<file path="config.mk">
export PLATFORM = sky130hd
export DESIGN_NAME = rational_arithmetic_unit
export DESIGN_NICKNAME = d
export VERILOG_FILES = /design/src/hw/rtl/rau_pkg.sv /design/src/hw/rtl/rau_mul.sv /design/src/hw/rtl/rau_gcd.sv /design/src/hw/rtl/rau_div.sv /design/src/hw/rtl/rational_arithmetic_unit.sv
export SDC_FILE = /design/constraint.sdc
export NUM_CORES = 2
export LEC_CHECK = 0
export BUFFER_PORTS_ARGS = -buffer_cell sky130_fd_sc_hd__buf_2
export CAP_MARGIN = 40
export CORE_ASPECT_RATIO = 2
export CORE_MARGIN = 1
export CORE_UTILIZATION = 57
export CTS_CLUSTER_SIZE = 25
export DETAILED_ROUTE_END_ITERATION = 12
export PLACE_DENSITY = 0.77
export SETUP_SLACK_MARGIN = 0.5
export SYNTH_ARGS = -nofsm -noshare
export SYNTH_HDL_FRONTEND = slang
export SYNTH_SLANG_ARGS = --single-unit
</file>
<file path="constraint.sdc">
create_clock -name clk -period 7.5 [get_ports clk]
set_input_delay 0.75 -clock clk [delete_from_list [all_inputs] [get_ports clk]]
set_output_delay 0.75 -clock clk [all_outputs]
set_load 0.005 [all_outputs]
</file>
<file path="src/hw/rtl/rau_pkg.sv">
// rau_pkg: shared widths, word types, command codes and sequencer states
// for the rational arithmetic unit; used by every file under hw/rtl
`timescale 1ns / 1ps

package rau_pkg;

    localparam int OPERAND_WIDTH = 16;
    localparam int W      = OPERAND_WIDTH;
    localparam int PW     = 2 * W;          // product width
    localparam int DW     = 2 * W + 1;      // sum / gcd / divider width
    localparam int NUM_W  = 34;
    localparam int DEN_W  = 32;
    localparam int EXT_N  = (DW + 1 > NUM_W) ? DW + 1 : NUM_W;
    localparam int EXT_D  = (DW > DEN_W) ? DW : DEN_W;
    localparam int MUL_CW = $clog2(W + 1);
    localparam int DIV_CW = $clog2(DW + 1);
    localparam int GCD_KW = $clog2(DW + 1);

    localparam logic [2:0] CMD_ADD = 3'd0;
    localparam logic [2:0] CMD_SUB = 3'd1;
    localparam logic [2:0] CMD_MUL = 3'd2;
    localparam logic [2:0] CMD_DIV = 3'd3;
    localparam logic [2:0] CMD_EQ  = 3'd4;
    localparam logic [2:0] CMD_RED = 3'd5;

    typedef struct packed {
        logic [2:0]          cmd;
        logic signed [W-1:0] a_num;
        logic [W-1:0]        a_den;
        logic signed [W-1:0] b_num;
        logic [W-1:0]        b_den;
    } in_t;

    typedef struct packed {
        logic signed [NUM_W-1:0] res_num;
        logic [DEN_W-1:0]        res_den;
        logic                    is_equal;
        logic                    status;
    } out_t;

    typedef enum logic [3:0] {
        ST_IDLE,
        ST_MUL_GO,
        ST_MUL_WAIT,
        ST_COMB,
        ST_GCD_GO,
        ST_GCD_WAIT,
        ST_DIVN_GO,
        ST_DIVN_WAIT,
        ST_DIVD_GO,
        ST_DIVD_WAIT,
        ST_DONE
    } state_t;

endpackage

</file>
<file path="src/hw/rtl/rau_mul.sv">
// rau_mul: bit-serial shift-and-add multiplier, one multiplier bit per cycle
// depends on rau_pkg
`timescale 1ns / 1ps

module rau_mul
(
    input  logic                   clk,
    input  logic                   rst_n,
    input  logic                   start,
    input  logic [rau_pkg::W-1:0]  a,
    input  logic [rau_pkg::W-1:0]  b,
    output logic                   done,
    output logic [rau_pkg::PW-1:0] prod
);

    logic                       busy_reg;
    logic                       done_reg;
    logic [rau_pkg::MUL_CW-1:0] cnt_reg;
    logic [rau_pkg::PW-1:0]     acc_reg;
    logic [rau_pkg::PW-1:0]     mcand_reg;
    logic [rau_pkg::W-1:0]      mplier_reg;

    always_ff @(posedge clk or negedge rst_n)
    begin
        if (!rst_n)
        begin
            busy_reg <= 1'b0;
            done_reg <= 1'b0;
            cnt_reg  <= '0;
        end
        else
        begin
            done_reg <= 1'b0;
            if (start)
            begin
                busy_reg <= 1'b1;
                cnt_reg  <= '0;
            end
            else if (busy_reg)
            begin
                cnt_reg <= cnt_reg + 1'b1;
                if (cnt_reg == rau_pkg::MUL_CW'(rau_pkg::W - 1))
                begin
                    busy_reg <= 1'b0;
                    done_reg <= 1'b1;
                end
            end
        end
    end

    always_ff @(posedge clk)
    begin
        if (start)
        begin
            acc_reg    <= '0;
            mcand_reg  <= rau_pkg::PW'(a);
            mplier_reg <= b;
        end
        else if (busy_reg)
        begin
            if (mplier_reg[0])
            begin
                acc_reg <= acc_reg + mcand_reg;
            end
            mcand_reg  <= mcand_reg << 1;
            mplier_reg <= mplier_reg >> 1;
        end
    end

    assign done = done_reg;
    assign prod = acc_reg;

endmodule

</file>
<file path="src/hw/rtl/rau_gcd.sv">
// rau_gcd: binary gcd of two nonzero values, one reduction step per cycle
// depends on rau_pkg
`timescale 1ns / 1ps

module rau_gcd
(
    input  logic                   clk,
    input  logic                   rst_n,
    input  logic                   start,
    input  logic [rau_pkg::DW-1:0] x,
    input  logic [rau_pkg::DW-1:0] y,
    output logic                   done,
    output logic [rau_pkg::DW-1:0] g
);

    logic                       busy_reg;
    logic                       done_reg;
    logic [rau_pkg::DW-1:0]     x_reg;
    logic [rau_pkg::DW-1:0]     y_reg;
    logic [rau_pkg::GCD_KW-1:0] k_reg;
    logic [rau_pkg::DW-1:0]     g_reg;
    logic                       match;

    assign match = (x_reg == y_reg);

    always_ff @(posedge clk or negedge rst_n)
    begin
        if (!rst_n)
        begin
            busy_reg <= 1'b0;
            done_reg <= 1'b0;
        end
        else
        begin
            done_reg <= 1'b0;
            if (start)
            begin
                busy_reg <= 1'b1;
            end
            else if (busy_reg && match)
            begin
                busy_reg <= 1'b0;
                done_reg <= 1'b1;
            end
        end
    end

    always_ff @(posedge clk)
    begin
        if (start)
        begin
            x_reg <= x;
            y_reg <= y;
            k_reg <= '0;
        end
        else if (busy_reg)
        begin
            if (match)
            begin
                g_reg <= x_reg << k_reg;
            end
            else if (!x_reg[0] && !y_reg[0])
            begin
                // common factor of two
                x_reg <= x_reg >> 1;
                y_reg <= y_reg >> 1;
                k_reg <= k_reg + 1'b1;
            end
            else if (!x_reg[0])
            begin
                x_reg <= x_reg >> 1;
            end
            else if (!y_reg[0])
            begin
                y_reg <= y_reg >> 1;
            end
            else if (x_reg > y_reg)
            begin
                x_reg <= x_reg - y_reg;
            end
            else
            begin
                y_reg <= y_reg - x_reg;
            end
        end
    end

    assign done = done_reg;
    assign g    = g_reg;

endmodule

</file>
<file path="src/hw/rtl/rau_div.sv">
// rau_div: restoring divider, one quotient bit per cycle
// depends on rau_pkg
`timescale 1ns / 1ps

module rau_div
(
    input  logic                   clk,
    input  logic                   rst_n,
    input  logic                   start,
    input  logic [rau_pkg::DW-1:0] dividend,
    input  logic [rau_pkg::DW-1:0] divisor,
    output logic                   done,
    output logic [rau_pkg::DW-1:0] quot
);

    logic                       busy_reg;
    logic                       done_reg;
    logic [rau_pkg::DIV_CW-1:0] cnt_reg;
    logic [rau_pkg::DW-1:0]     rem_reg;
    logic [rau_pkg::DW-1:0]     quot_reg;
    logic [rau_pkg::DW-1:0]     dsr_reg;
    logic [rau_pkg::DW:0]       rem_sh;
    logic [rau_pkg::DW:0]       rem_sub;
    logic                       fits;

    assign rem_sh  = {rem_reg, quot_reg[rau_pkg::DW-1]};
    assign rem_sub = rem_sh - {1'b0, dsr_reg};
    assign fits    = (rem_sh >= {1'b0, dsr_reg});

    always_ff @(posedge clk or negedge rst_n)
    begin
        if (!rst_n)
        begin
            busy_reg <= 1'b0;
            done_reg <= 1'b0;
            cnt_reg  <= '0;
        end
        else
        begin
            done_reg <= 1'b0;
            if (start)
            begin
                busy_reg <= 1'b1;
                cnt_reg  <= '0;
            end
            else if (busy_reg)
            begin
                cnt_reg <= cnt_reg + 1'b1;
                if (cnt_reg == rau_pkg::DIV_CW'(rau_pkg::DW - 1))
                begin
                    busy_reg <= 1'b0;
                    done_reg <= 1'b1;
                end
            end
        end
    end

    always_ff @(posedge clk)
    begin
        if (start)
        begin
            rem_reg  <= '0;
            quot_reg <= dividend;
            dsr_reg  <= divisor;
        end
        else if (busy_reg)
        begin
            rem_reg  <= fits ? rem_sub[rau_pkg::DW-1:0] : rem_sh[rau_pkg::DW-1:0];
            quot_reg <= {quot_reg[rau_pkg::DW-2:0], fits};
        end
    end

    assign done = done_reg;
    assign quot = quot_reg;

endmodule

</file>
<file path="src/hw/rtl/rational_arithmetic_unit.sv">
// rational_arithmetic_unit: top level, sequencer and result register
// depends on rau_pkg, rau_mul, rau_gcd, rau_div
`timescale 1ns / 1ps

// usage
// - in_valid / in_ready / in_data carry one operand word: command, a_num/a_den,
//   b_num/b_den; out_valid / out_ready / out_data carry one result word, in order
// - the unit works on one word at a time; in_ready is high only while the
//   sequencer is idle, and the result register lets the next word in while
//   the previous result still waits for out_ready
// - accept to out_valid: an error word goes straight to the hand-off; the
//   equal test or a zero numerator stops after the multiplies (3 for add and
//   subtract, 2 for multiply, divide and equal, 0 for reduce) and the combine
//   step; full work runs the multiplies on the shared bit-serial multiplier,
//   the combine step, the gcd, a division of the numerator and then of the
//   denominator by the gcd, and the hand-off to the result register
// - a new word is taken only once the previous result has moved into the
//   result register, at the earliest in the cycle in which out_valid rises
// - reset: sequencer idle, result register empty, no word pending
// - receiver stall: a finished result waits in the sequencer until the
//   result register is free; inputs are then still held off
// - errors (zero denominator, divide by zero, unknown command) return 0/1
//   with status set
module rational_arithmetic_unit
(
    input  logic          clk,
    input  logic          rst_n,
    input  logic          in_valid,
    output logic          in_ready,
    input  rau_pkg::in_t  in_data,
    output logic          out_valid,
    input  logic          out_ready,
    output rau_pkg::out_t out_data
);

    localparam int W  = rau_pkg::W;
    localparam int PW = rau_pkg::PW;
    localparam int DW = rau_pkg::DW;

    rau_pkg::state_t state_reg;
    rau_pkg::state_t state_next;

    // latched operands
    logic [2:0]    cmd_reg;
    logic          sa_reg;
    logic          sb_reg;
    logic [W-1:0]  ma_reg;
    logic [W-1:0]  mb_reg;
    logic [W-1:0]  da_reg;
    logic [W-1:0]  db_reg;
    logic [1:0]    step_reg;
    logic [1:0]    nsteps_reg;
    logic [PW-1:0] p_reg [3];

    // reduction operands
    logic [DW-1:0] rm_reg;
    logic [DW-1:0] rd_reg;
    logic          rs_reg;
    logic [DW-1:0] qn_reg;

    // pending result
    rau_pkg::out_t res_reg;
    rau_pkg::out_t out_reg;
    logic          out_valid_reg;

    // unit hookup
    logic          mul_start;
    logic [W-1:0]  mul_a;
    logic [W-1:0]  mul_b;
    logic          mul_done;
    logic [PW-1:0] mul_prod;
    logic          gcd_start;
    logic          gcd_done;
    logic [DW-1:0] gcd_g;
    logic          div_start;
    logic [DW-1:0] div_dividend;
    logic          div_done;
    logic [DW-1:0] div_quot;

    // accept-time decode
    logic          accept;
    logic          in_err;
    logic          in_sa;
    logic          in_sb;
    logic [W-1:0]  in_ma;
    logic [W-1:0]  in_mb;

    // combine-step values
    logic [DW-1:0] c_rm;
    logic [DW-1:0] c_rd;
    logic          c_rs;
    logic          c_bs;
    logic          c_eq;
    logic [DW-1:0] c_l;
    logic [DW-1:0] c_r;

    // result shaping
    logic [rau_pkg::EXT_N-1:0] num_ext;
    logic [rau_pkg::EXT_N-1:0] num_sgn;
    logic [rau_pkg::EXT_D-1:0] den_ext;
    logic                      out_free;

    rau_mul u_mul
    (
        .clk   (clk),
        .rst_n (rst_n),
        .start (mul_start),
        .a     (mul_a),
        .b     (mul_b),
        .done  (mul_done),
        .prod  (mul_prod)
    );

    rau_gcd u_gcd
    (
        .clk   (clk),
        .rst_n (rst_n),
        .start (gcd_start),
        .x     (rm_reg),
        .y     (rd_reg),
        .done  (gcd_done),
        .g     (gcd_g)
    );

    rau_div u_div
    (
        .clk      (clk),
        .rst_n    (rst_n),
        .start    (div_start),
        .dividend (div_dividend),
        .divisor  (gcd_g),
        .done     (div_done),
        .quot     (div_quot)
    );

    assign accept   = in_valid && in_ready;
    assign out_free = !out_valid_reg || out_ready;

    // sign and magnitude of the numerators, error screen
    assign in_sa = in_data.a_num[W-1];
    assign in_sb = in_data.b_num[W-1];
    assign in_ma = in_sa ? W'(-in_data.a_num) : W'(in_data.a_num);
    assign in_mb = in_sb ? W'(-in_data.b_num) : W'(in_data.b_num);

    always_comb
    begin
        in_err = 1'b0;
        if (!(in_data.cmd inside {[rau_pkg::CMD_ADD:rau_pkg::CMD_RED]}))
        begin
            in_err = 1'b1;
        end
        if (in_data.a_den == '0)
        begin
            in_err = 1'b1;
        end
        if ((in_data.cmd != rau_pkg::CMD_RED) && (in_data.b_den == '0))
        begin
            in_err = 1'b1;
        end
        if ((in_data.cmd == rau_pkg::CMD_DIV) && (in_data.b_num == '0))
        begin
            in_err = 1'b1;
        end
    end

    // combine the products, or the reduce operand, into a signed numerator and a denominator; set the equal flag
    always_comb
    begin
        c_l  = DW'(p_reg[0]);
        c_r  = DW'(p_reg[1]);
        c_bs = (cmd_reg == rau_pkg::CMD_SUB) ? !sb_reg : sb_reg;
        c_eq = (p_reg[0] == p_reg[1]) &&
               ((sa_reg && ma_reg != '0) == (sb_reg && mb_reg != '0));
        c_rm = '0;
        c_rd = DW'(1);
        c_rs = 1'b0;
        case (cmd_reg)
            rau_pkg::CMD_ADD, rau_pkg::CMD_SUB:
            begin
                c_rd = DW'(p_reg[2]);
                if (sa_reg == c_bs)
                begin
                    c_rm = c_l + c_r;
                    c_rs = sa_reg;
                end
                else if (c_l >= c_r)
                begin
                    c_rm = c_l - c_r;
                    c_rs = sa_reg;
                end
                else
                begin
                    c_rm = c_r - c_l;
                    c_rs = c_bs;
                end
            end
            rau_pkg::CMD_MUL, rau_pkg::CMD_DIV:
            begin
                c_rm = DW'(p_reg[0]);
                c_rd = DW'(p_reg[1]);
                c_rs = sa_reg != sb_reg;
            end
            rau_pkg::CMD_RED:
            begin
                c_rm = DW'(ma_reg);
                c_rd = DW'(da_reg);
                c_rs = sa_reg;
            end
            default:
            begin
                c_rm = '0;
            end
        endcase
    end

    // next state
    always_comb
    begin
        state_next = state_reg;
        case (state_reg)
            rau_pkg::ST_IDLE:
            begin
                if (accept)
                begin
                    if (in_err)
                    begin
                        state_next = rau_pkg::ST_DONE;
                    end
                    else if (in_data.cmd == rau_pkg::CMD_RED)
                    begin
                        state_next = rau_pkg::ST_COMB;
                    end
                    else
                    begin
                        state_next = rau_pkg::ST_MUL_GO;
                    end
                end
            end
            rau_pkg::ST_MUL_GO:
            begin
                state_next = rau_pkg::ST_MUL_WAIT;
            end
            rau_pkg::ST_MUL_WAIT:
            begin
                if (mul_done)
                begin
                    state_next = (step_reg + 1'b1 == nsteps_reg) ?
                                 rau_pkg::ST_COMB : rau_pkg::ST_MUL_GO;
                end
            end
            rau_pkg::ST_COMB:
            begin
                if (cmd_reg == rau_pkg::CMD_EQ || c_rm == '0)
                begin
                    state_next = rau_pkg::ST_DONE;
                end
                else
                begin
                    state_next = rau_pkg::ST_GCD_GO;
                end
            end
            rau_pkg::ST_GCD_GO:
            begin
                state_next = rau_pkg::ST_GCD_WAIT;
            end
            rau_pkg::ST_GCD_WAIT:
            begin
                if (gcd_done)
                begin
                    state_next = rau_pkg::ST_DIVN_GO;
                end
            end
            rau_pkg::ST_DIVN_GO:
            begin
                state_next = rau_pkg::ST_DIVN_WAIT;
            end
            rau_pkg::ST_DIVN_WAIT:
            begin
                if (div_done)
                begin
                    state_next = rau_pkg::ST_DIVD_GO;
                end
            end
            rau_pkg::ST_DIVD_GO:
            begin
                state_next = rau_pkg::ST_DIVD_WAIT;
            end
            rau_pkg::ST_DIVD_WAIT:
            begin
                if (div_done)
                begin
                    state_next = rau_pkg::ST_DONE;
                end
            end
            rau_pkg::ST_DONE:
            begin
                if (out_free)
                begin
                    state_next = rau_pkg::ST_IDLE;
                end
            end
            default:
            begin
                state_next = rau_pkg::ST_IDLE;
            end
        endcase
    end

    // unit strobes and operand selects
    always_comb
    begin
        in_ready     = (state_reg == rau_pkg::ST_IDLE);
        mul_start    = (state_reg == rau_pkg::ST_MUL_GO);
        gcd_start    = (state_reg == rau_pkg::ST_GCD_GO);
        div_start    = (state_reg == rau_pkg::ST_DIVN_GO) ||
                       (state_reg == rau_pkg::ST_DIVD_GO);
        div_dividend = (state_reg == rau_pkg::ST_DIVD_GO) ? rd_reg : rm_reg;
        mul_a        = da_reg;
        mul_b        = db_reg;
        case (step_reg)
            2'd0:
            begin
                mul_a = ma_reg;
                mul_b = (cmd_reg == rau_pkg::CMD_MUL) ? mb_reg : db_reg;
            end
            2'd1:
            begin
                case (cmd_reg)
                    rau_pkg::CMD_MUL:
                    begin
                        mul_a = da_reg;
                        mul_b = db_reg;
                    end
                    rau_pkg::CMD_DIV:
                    begin
                        mul_a = da_reg;
                        mul_b = mb_reg;
                    end
                    default:
                    begin
                        mul_a = mb_reg;
                        mul_b = da_reg;
                    end
                endcase
            end
            default:
            begin
                mul_a = da_reg;
                mul_b = db_reg;
            end
        endcase
    end

    always_ff @(posedge clk or negedge rst_n)
    begin
        if (!rst_n)
        begin
            state_reg     <= rau_pkg::ST_IDLE;
            out_valid_reg <= 1'b0;
        end
        else
        begin
            state_reg <= state_next;
            if (state_reg == rau_pkg::ST_DONE && out_free)
            begin
                out_valid_reg <= 1'b1;
            end
            else if (out_ready)
            begin
                out_valid_reg <= 1'b0;
            end
        end
    end

    // final sign and width shaping of the reduced fraction
    assign num_ext = rau_pkg::EXT_N'(qn_reg);
    assign num_sgn = rs_reg ? -num_ext : num_ext;
    assign den_ext = rau_pkg::EXT_D'(div_quot);

    always_ff @(posedge clk)
    begin
        case (state_reg)
            rau_pkg::ST_IDLE:
            begin
                if (accept)
                begin
                    cmd_reg    <= in_data.cmd;
                    sa_reg     <= in_sa;
                    sb_reg     <= in_sb;
                    ma_reg     <= in_ma;
                    mb_reg     <= in_mb;
                    da_reg     <= in_data.a_den;
                    db_reg     <= in_data.b_den;
                    step_reg   <= 2'd0;
                    nsteps_reg <= (in_data.cmd == rau_pkg::CMD_ADD ||
                                   in_data.cmd == rau_pkg::CMD_SUB) ? 2'd3 : 2'd2;
                    res_reg.res_num  <= '0;
                    res_reg.res_den  <= rau_pkg::DEN_W'(1);
                    res_reg.is_equal <= 1'b0;
                    res_reg.status   <= in_err;
                end
            end
            rau_pkg::ST_MUL_WAIT:
            begin
                if (mul_done)
                begin
                    p_reg[step_reg] <= mul_prod;
                    step_reg        <= step_reg + 1'b1;
                end
            end
            rau_pkg::ST_COMB:
            begin
                rm_reg <= c_rm;
                rd_reg <= c_rd;
                rs_reg <= c_rs;
                if (cmd_reg == rau_pkg::CMD_EQ)
                begin
                    res_reg.is_equal <= c_eq;
                end
            end
            rau_pkg::ST_DIVN_WAIT:
            begin
                if (div_done)
                begin
                    qn_reg <= div_quot;
                end
            end
            rau_pkg::ST_DIVD_WAIT:
            begin
                if (div_done)
                begin
                    res_reg.res_num <= signed'(num_sgn[rau_pkg::NUM_W-1:0]);
                    res_reg.res_den <= den_ext[rau_pkg::DEN_W-1:0];
                end
            end
            rau_pkg::ST_DONE:
            begin
                if (out_free)
                begin
                    out_reg <= res_reg;
                end
            end
            default:
            begin
            end
        endcase
    end

    assign out_valid = out_valid_reg;
    assign out_data  = out_reg;

`ifndef SYNTHESIS
    // one word at a time: no new word right after an accept
    assert property (@(posedge clk) disable iff (!rst_n)
        (in_valid && in_ready) |=> !in_ready)
        else $error("word accepted while sequencer busy");

    // an error word always carries 0/1 and no equal flag
    assert property (@(posedge clk) disable iff (!rst_n)
        (out_valid && out_data.status) |->
        (out_data.res_num == '0 && out_data.res_den == rau_pkg::DEN_W'(1) &&
         !out_data.is_equal))
        else $error("error result is not 0/1");

    // the multiplier only reports while the sequencer waits for it
    assert property (@(posedge clk) disable iff (!rst_n)
        mul_done |-> (state_reg == rau_pkg::ST_MUL_WAIT))
        else $error("multiplier finished out of sequence");

    // a valid result never has a zero denominator
    assert property (@(posedge clk) disable iff (!rst_n)
        out_valid |-> (out_data.res_den != '0))
        else $error("zero denominator in result");
`endif

endmodule

</file>
**After elaboration in Yosys (flattened, before gate mapping)**

Memory sizes are Yosys's and may differ from the RTL's.
Index checks and enable logic that the tools add are counted.
W data, S select, Z words.

- Bits in registers: 615
- Bits in latches: 0
- Memory bits (writable): 96
- Bits in read-only memories: 0
- Bits of input ports: 71
- Logic and storage cells: 248
- Memories kept: 1

Memory list:

| name | depth | bits a word | read ports | clocked after memory_dff | wr ports | RTL line | text |
|---|---|---|---|---|---|---|---|
| p_reg | 3 | 32 | 3 | 0 | 1 | rational_arithmetic_unit.sv:53 | `logic [PW-1:0] p_reg [3];` |

- $add $sub $neg: 14
- Multiply operators: 0
- Div/mod/pow operators: 0
- Magnitude comparators: 5
- Equal/unequal tests: 39
- Shift-type cells: 1
- Mux-type cells: 87
- Bitwise logic cells: 2
- Reductions and logical operators: 53

Operator list:

| cell | count |
|---|---|
| $mux W33 | 20 |
| $pmux W66 S2 | 1 |
| $pmux W33 S3 | 1 |
| $sub A33 B33 Y33 | 3 |
| $mux W16 | 6 |
| $pmux W16 S2 | 3 |
| $pmux W32 S3 | 1 |
| $mux W68 | 1 |
| $mux W66 | 1 |
| $sub A32 B32 Y33 | 2 |
| $logic_not A16 Y1 | 3 |
| $pmux W4 S11 | 1 |
| $ge A34 B33 Y1 | 1 |
| $mux W34 | 1 |
| $neg A33 Y34 | 1 |
| $add A32 B32 Y33 | 1 |
| $eq A33 B33 Y1 | 1 |
| $gt A33 B33 Y1 | 1 |
| $logic_not A33 Y1 | 1 |
| $shl A33 B6 Y33 | 1 |
| $add A32 B32 Y32 | 1 |
| $eq A32 B32 Y1 | 1 |
| $ge A32 B32 Y1 | 1 |
| $mux W4 | 8 |
| other kinds (46) | 139 |

**Longest topological paths before layout**

- Depth in word-level cells: 9
- Mapped depth: 19

**Modules after synthesis**

Synthesis repeated with hierarchy kept, for this count alone.

- Cell total of the unflattened synthesis: 4,497
- Area, all modules: 44,944.4 um2

By module, submodules not included:

| module | instances | cells each | area each (um2) | seq. area each (um2) |
|---|---|---|---|---|
| rational_arithmetic_unit | 1 | 2,142 | 23,394.9 | 12,226.7 |
| rau_gcd | 1 | 1,230 | 10,391.2 | 3,143.0 |
| rau_div | 1 | 601 | 6,162.2 | 2,842.7 |
| rau_mul | 1 | 524 | 4,996.0 | 2,097.0 |

**Least setup slack after synthesis**

Ideal clock, no wire load.

- Kind: reg2reg
- Start: register u_gcd.x_reg[6] (netlist bit)
- End: register u_gcd.x_reg[10] (netlist bit), enable pin
- Library setup time: 533 ps
- Arrival time: 6,427 ps
- Data required time: 6,967 ps
- Slack: 540 ps
- Stages on the path, launching flop included: 16
- Buffers on the path: 1
- Period minus slack after synthesis: 6,960 ps
- Cells stage by stage: edfxtp_1 -> ha_1 -> clkbuf_1 -> a21oi_1 -> o21bai_1 -> a21oi_1 -> nor3b_1 -> o31a_1 -> a311o_1 -> o221a_1 -> nor2_1 -> a31o_2 -> o21ai_0 -> o21ai_0 -> nor3b_1 -> o311ai_0

- Word-level cells in the longest chain between the ends: 3

Ends and longest elaborated chain:

| item | RTL line | text |
|---|---|---|
| from (decl) | rau_gcd.sv:18 | `logic [rau_pkg::DW-1:0] x_reg;` |
| from (signal assigned) | rau_gcd.sv:65 | `x_reg <= x_reg >> 1;` |
| from (signal assigned) | rau_gcd.sv:71 | `x_reg <= x_reg >> 1;` |
| from (signal assigned) | rau_gcd.sv:79 | `x_reg <= x_reg - y_reg;` |
| $gt A33 B33 Y1 / $eq A33 B33 Y1 (equally long branches) | rau_gcd.sv:77, rau_gcd.sv:24 |  |
| $ne A4 B4 Y1 (no line) / $ne A2 B2 Y1 (equally long branches) | - |  |
| $reduce_and A4 Y1 (no line) (*) | - |  |

Mark *: on every way between the ends. The rest lies on a longest branch, timed or not.
A chain may end at the register's enable or synchronous reset.

==> flow_summary.yaml <==
worst_setup_path:
  reg2reg_slack_ps: 1420
  reg2reg_to: "state_reg[1]"
  crit_type: "reg -> reg"
  critPathArrivalTime_ps: 6720
  endpoint_kind: "register"
  reg2reg_from: "p_reg[0][1]"
  reg2regPathDepth: 17
  critical_path.startpoint_type: "register"
  worstPathRequired_ps: 8140
  critPathMaxFanout: 26
global_routing:
  antenna_found_initial: 9
  grt_pass1_wl_um: 213000
  met3_usage_pct: 7.37
  use_met2_pct: 71.8
  grt_pass1_vias: 34892
  grt_use_total_pct: 38.5
  busiest_layer: "met2"
  grt.overflow.total: 0
  use_met1_pct: 31.8
  grt_max_degree: 80
drt:
  ant_nets: 0
  drc: 0
  routedWlPerCell_um: 27.1
  routed_wl_um: 144000
  drt_pre_antenna_iters: 7
  vias: 34201
  via_per_inst: 6.41
  drt_iter0_drc: 2133
clock_tree:
  ctsResizeCount: 0
  cts_setup_buffers: 0
  htree_levels: 3
  cts_tree: "done"
  cts_buffer_depth: 3
  numCtsBuffers: 68
  clock-sinks: 709
  path_clk_slew_ps: 60
  clkLatencyLatePin_ps: 710
  cts-root-buf: "clkbuf_16"
die:
  die_h_um: 388
  rows: 141
  core-area_mm2: 0.0737
  ioPinCount: 141
  dieArea_mm2: 0.0755
  initial_core_util_pct: 57.5
  die_w_um: 195
place:
  gp_congestion: 1.06
  io_buffers: 140
  hpwl_um: 111000
timing:
  setup_viol: 0
  timing.slew.headroom_pct: 17.4
  finalSetupTns_ps: 0
  timing.final.crit_share_pct: 81.1
  fmax_ghz: 0.164
  rsz0062_at_grt: "false"
  tightest_slew_ps: 1240
  drv_slew: 0
  fin_skew_ps: 44.7
  period_needed_ps: 6080
  finalHoldViolations: 0
synth:
  synth_edf_count: 600
  syn_nets: 4603
  syn-mean-instance-area_um2: 9.89
  synthArstFlopShare_pct: 3.10
  synth_top_cell_area_share_pct: 42.5
  synth-seq-cells: 709
  yosys_warnings: 0
  yosysSeqAreaShare_pct: 47.9
  yosysTopAreaCell: "edfxtp_1"
  synth.distinct_cells: 97
  syn_inst: 4287
  synth_ff_type: "edfxtp_1"
  yosys-top-cells-area: "edfxtp_1 42%, ha_1 7.0%, a21oi_1 4.7%"
  synth.cell_area_mm2: 0.0424
power_and_ir_drop:
  powerDensity_mw_per_mm2: 170
  irDropWorstVdd_mv: 0.192
  leakagePower_nw: 18.4
  total_power_mw: 7.88
final_layout:
  drive_gt1_share_pct: 9.87
  nets: 4657
  fillers: 6190
  largest_reg_flops: 96
  syn_to_final_growth_pct: 9.56
run:
  cap_violations: 0
run_status:
  status: "finished, final reports clean"
worst_hold_path:
  hold_class: "in -> reg"
  holdPathEnd: "db_reg[9]"
  whs_path_depth: 1
  hp-start: "in_data[9]"
[per-layer routing]
| metal | vias up | routed length, um |
|---|---|---|
| li1 | 15728 | - |
| met1 | 16323 | 42300 |
| met2 | 1452 | 76500 |
| met3 | 696 | 7290 |
| met4 | 2 | 18200 |
| met5 | - | 13 |
[where the power goes]
group | internal [mW] | total [mW] | switching [mW]
Clock | 1.91 | 3.60 | 1.68
Sequential | 4.22 | 4.22 | 0.0000000000000000114
Combinational | 0.0287 | 0.0690 | 0.0403
Total | 6.16 | 7.88 | 1.72
[logic make-up after synthesis]
group	after synthesis	synth area share, %
AOI/OAI and AO/OA	1184	17.5
xor gates and xnor gates	226	4.67
adders and majority gates	245	7.35
buffers and inverters	480	4.32
DFF	709	47.9
muxes	140	3.82
and+or+nand+nor	1303	14.4
[placed cells by master (no fill, tap or decap), types with 31 or more instances in the layout]
master     instances
inv_1            239
or3_1             33
a31oi_1           47
nand4_1           42
xor2_1            89
nand3_1           70
o22ai_1           32
o21ai_0          230
buf_2            143
xnor2_1          135
mux2i_1           99
buf_4             67
o21bai_1          37
dfxtp_1           86
nand2_1          415
a211oi_1          53
a21oi_1          396
nor4_1            31
a21o_1            72
edfxtp_1         600
and3_1            72
nor2b_1           60
nor2_1           389
nand2b_1          44
a22oi_1           63
clkbuf_16         71
ha_1             238
nor3_1            51
[what timing repair did]
item                                    in CTS  in global routing
hold buffers                                 1                  0
endpoints found under the hold margin        9                  0
endpoints found under the setup margin       0                  0
[worst max-delay path, cell delays in order (launching register included)]
cell and delay [ps]:
edfxtp_1 460, inv_1 150, ha_1 390, nor2b_1 180
o21a_1 240, o31ai_1 400, a21oi_1 350, a211oi_4 610
buf_4 440, mux2i_1 230, o221ai_1 230, nor4b_1 550
nand4_1 210, nor4_4 240, nand4_1 160, a211o_1 340
nor4_2 550, o41a_1 250
[cell usage after synthesis, types with 8 or more instances]
cell      number
a211o_1        8
a211oi_1      53
a21boi_0      21
a21o_1        72
a21oi_1      396
a221oi_1      28
a22oi_1       63
a31oi_1       47
and2_1        15
and3_1        73
buf_1         13
buf_2         15
clkbuf_1     204
dfrtp_1       22
dfxtp_1       87
edfxtp_1     600
ha_1         238
inv_1        241
mux2_2        26
mux2i_1       99
mux4_2        15
nand2_1      416
nand2b_1      47
nand3_1       70
nand4_1       42
nor2_1       395
nor2b_1       61
nor3_1        55
nor4_1        31
o211ai_1      20
o21a_1        25
o21ai_0      232
o21ai_1       21
o21bai_1      37
o22ai_1       32
o31ai_1       29
o41ai_1       10
or2_2         12
or3_1         34
or4_1         19
xnor2_1      136
xor2_1        90
[through the flow]
stage / utilization, % / std cells / instance area [um2] / setup slack [ps] / hold WS (ps)
after floorplan: - / 4287 / 42400 / 540 / 400
after global placement: 59.6 / 5183 / 43900 / 1500 / 401
after detailed placement: 59.7 / 5192 / 44000 / 1430 / 405
after CTS: 62.9 / 5319 / 46400 / 1400 / 217
after global routing: 63.0 / 5331 / 46400 / 1230 / 219
final: 63.0 / 5336 / 46500 / 1420 / 230
[how the worst max path moves through the flow]
stage	slack, ps	startpoint	end
global placement	1500	p_reg[0][1]	state_reg[1]
finish	1420	p_reg[0][1]	state_reg[1]
CTS	1400	p_reg[0][1]	state_reg[1]
floorplan	540	u_gcd.x_reg[6]	u_gcd.x_reg[10]
detailed placement	1430	p_reg[0][1]	state_reg[1]
global route	1230	p_reg[0][1]	state_reg[1]
[layout make-up]
type / instances / area, um2 / share of cell area, %
Clock inverter: 41 / 490 / 1.06
Antenna cell: 10 / 25.0 / 0.0539
Sequential cell: 709 / 20300 / 43.7
Inverter: 246 / 923 / 1.99
Timing Repair Buffer: 218 / 1340 / 2.89
Tap cell: 929 / 1160 / 2.50
Multi-Input combinational cell: 3098 / 20400 / 43.8
Clock buffer: 85 / 1840 / 3.96
(Power assumes the default switching activity.)
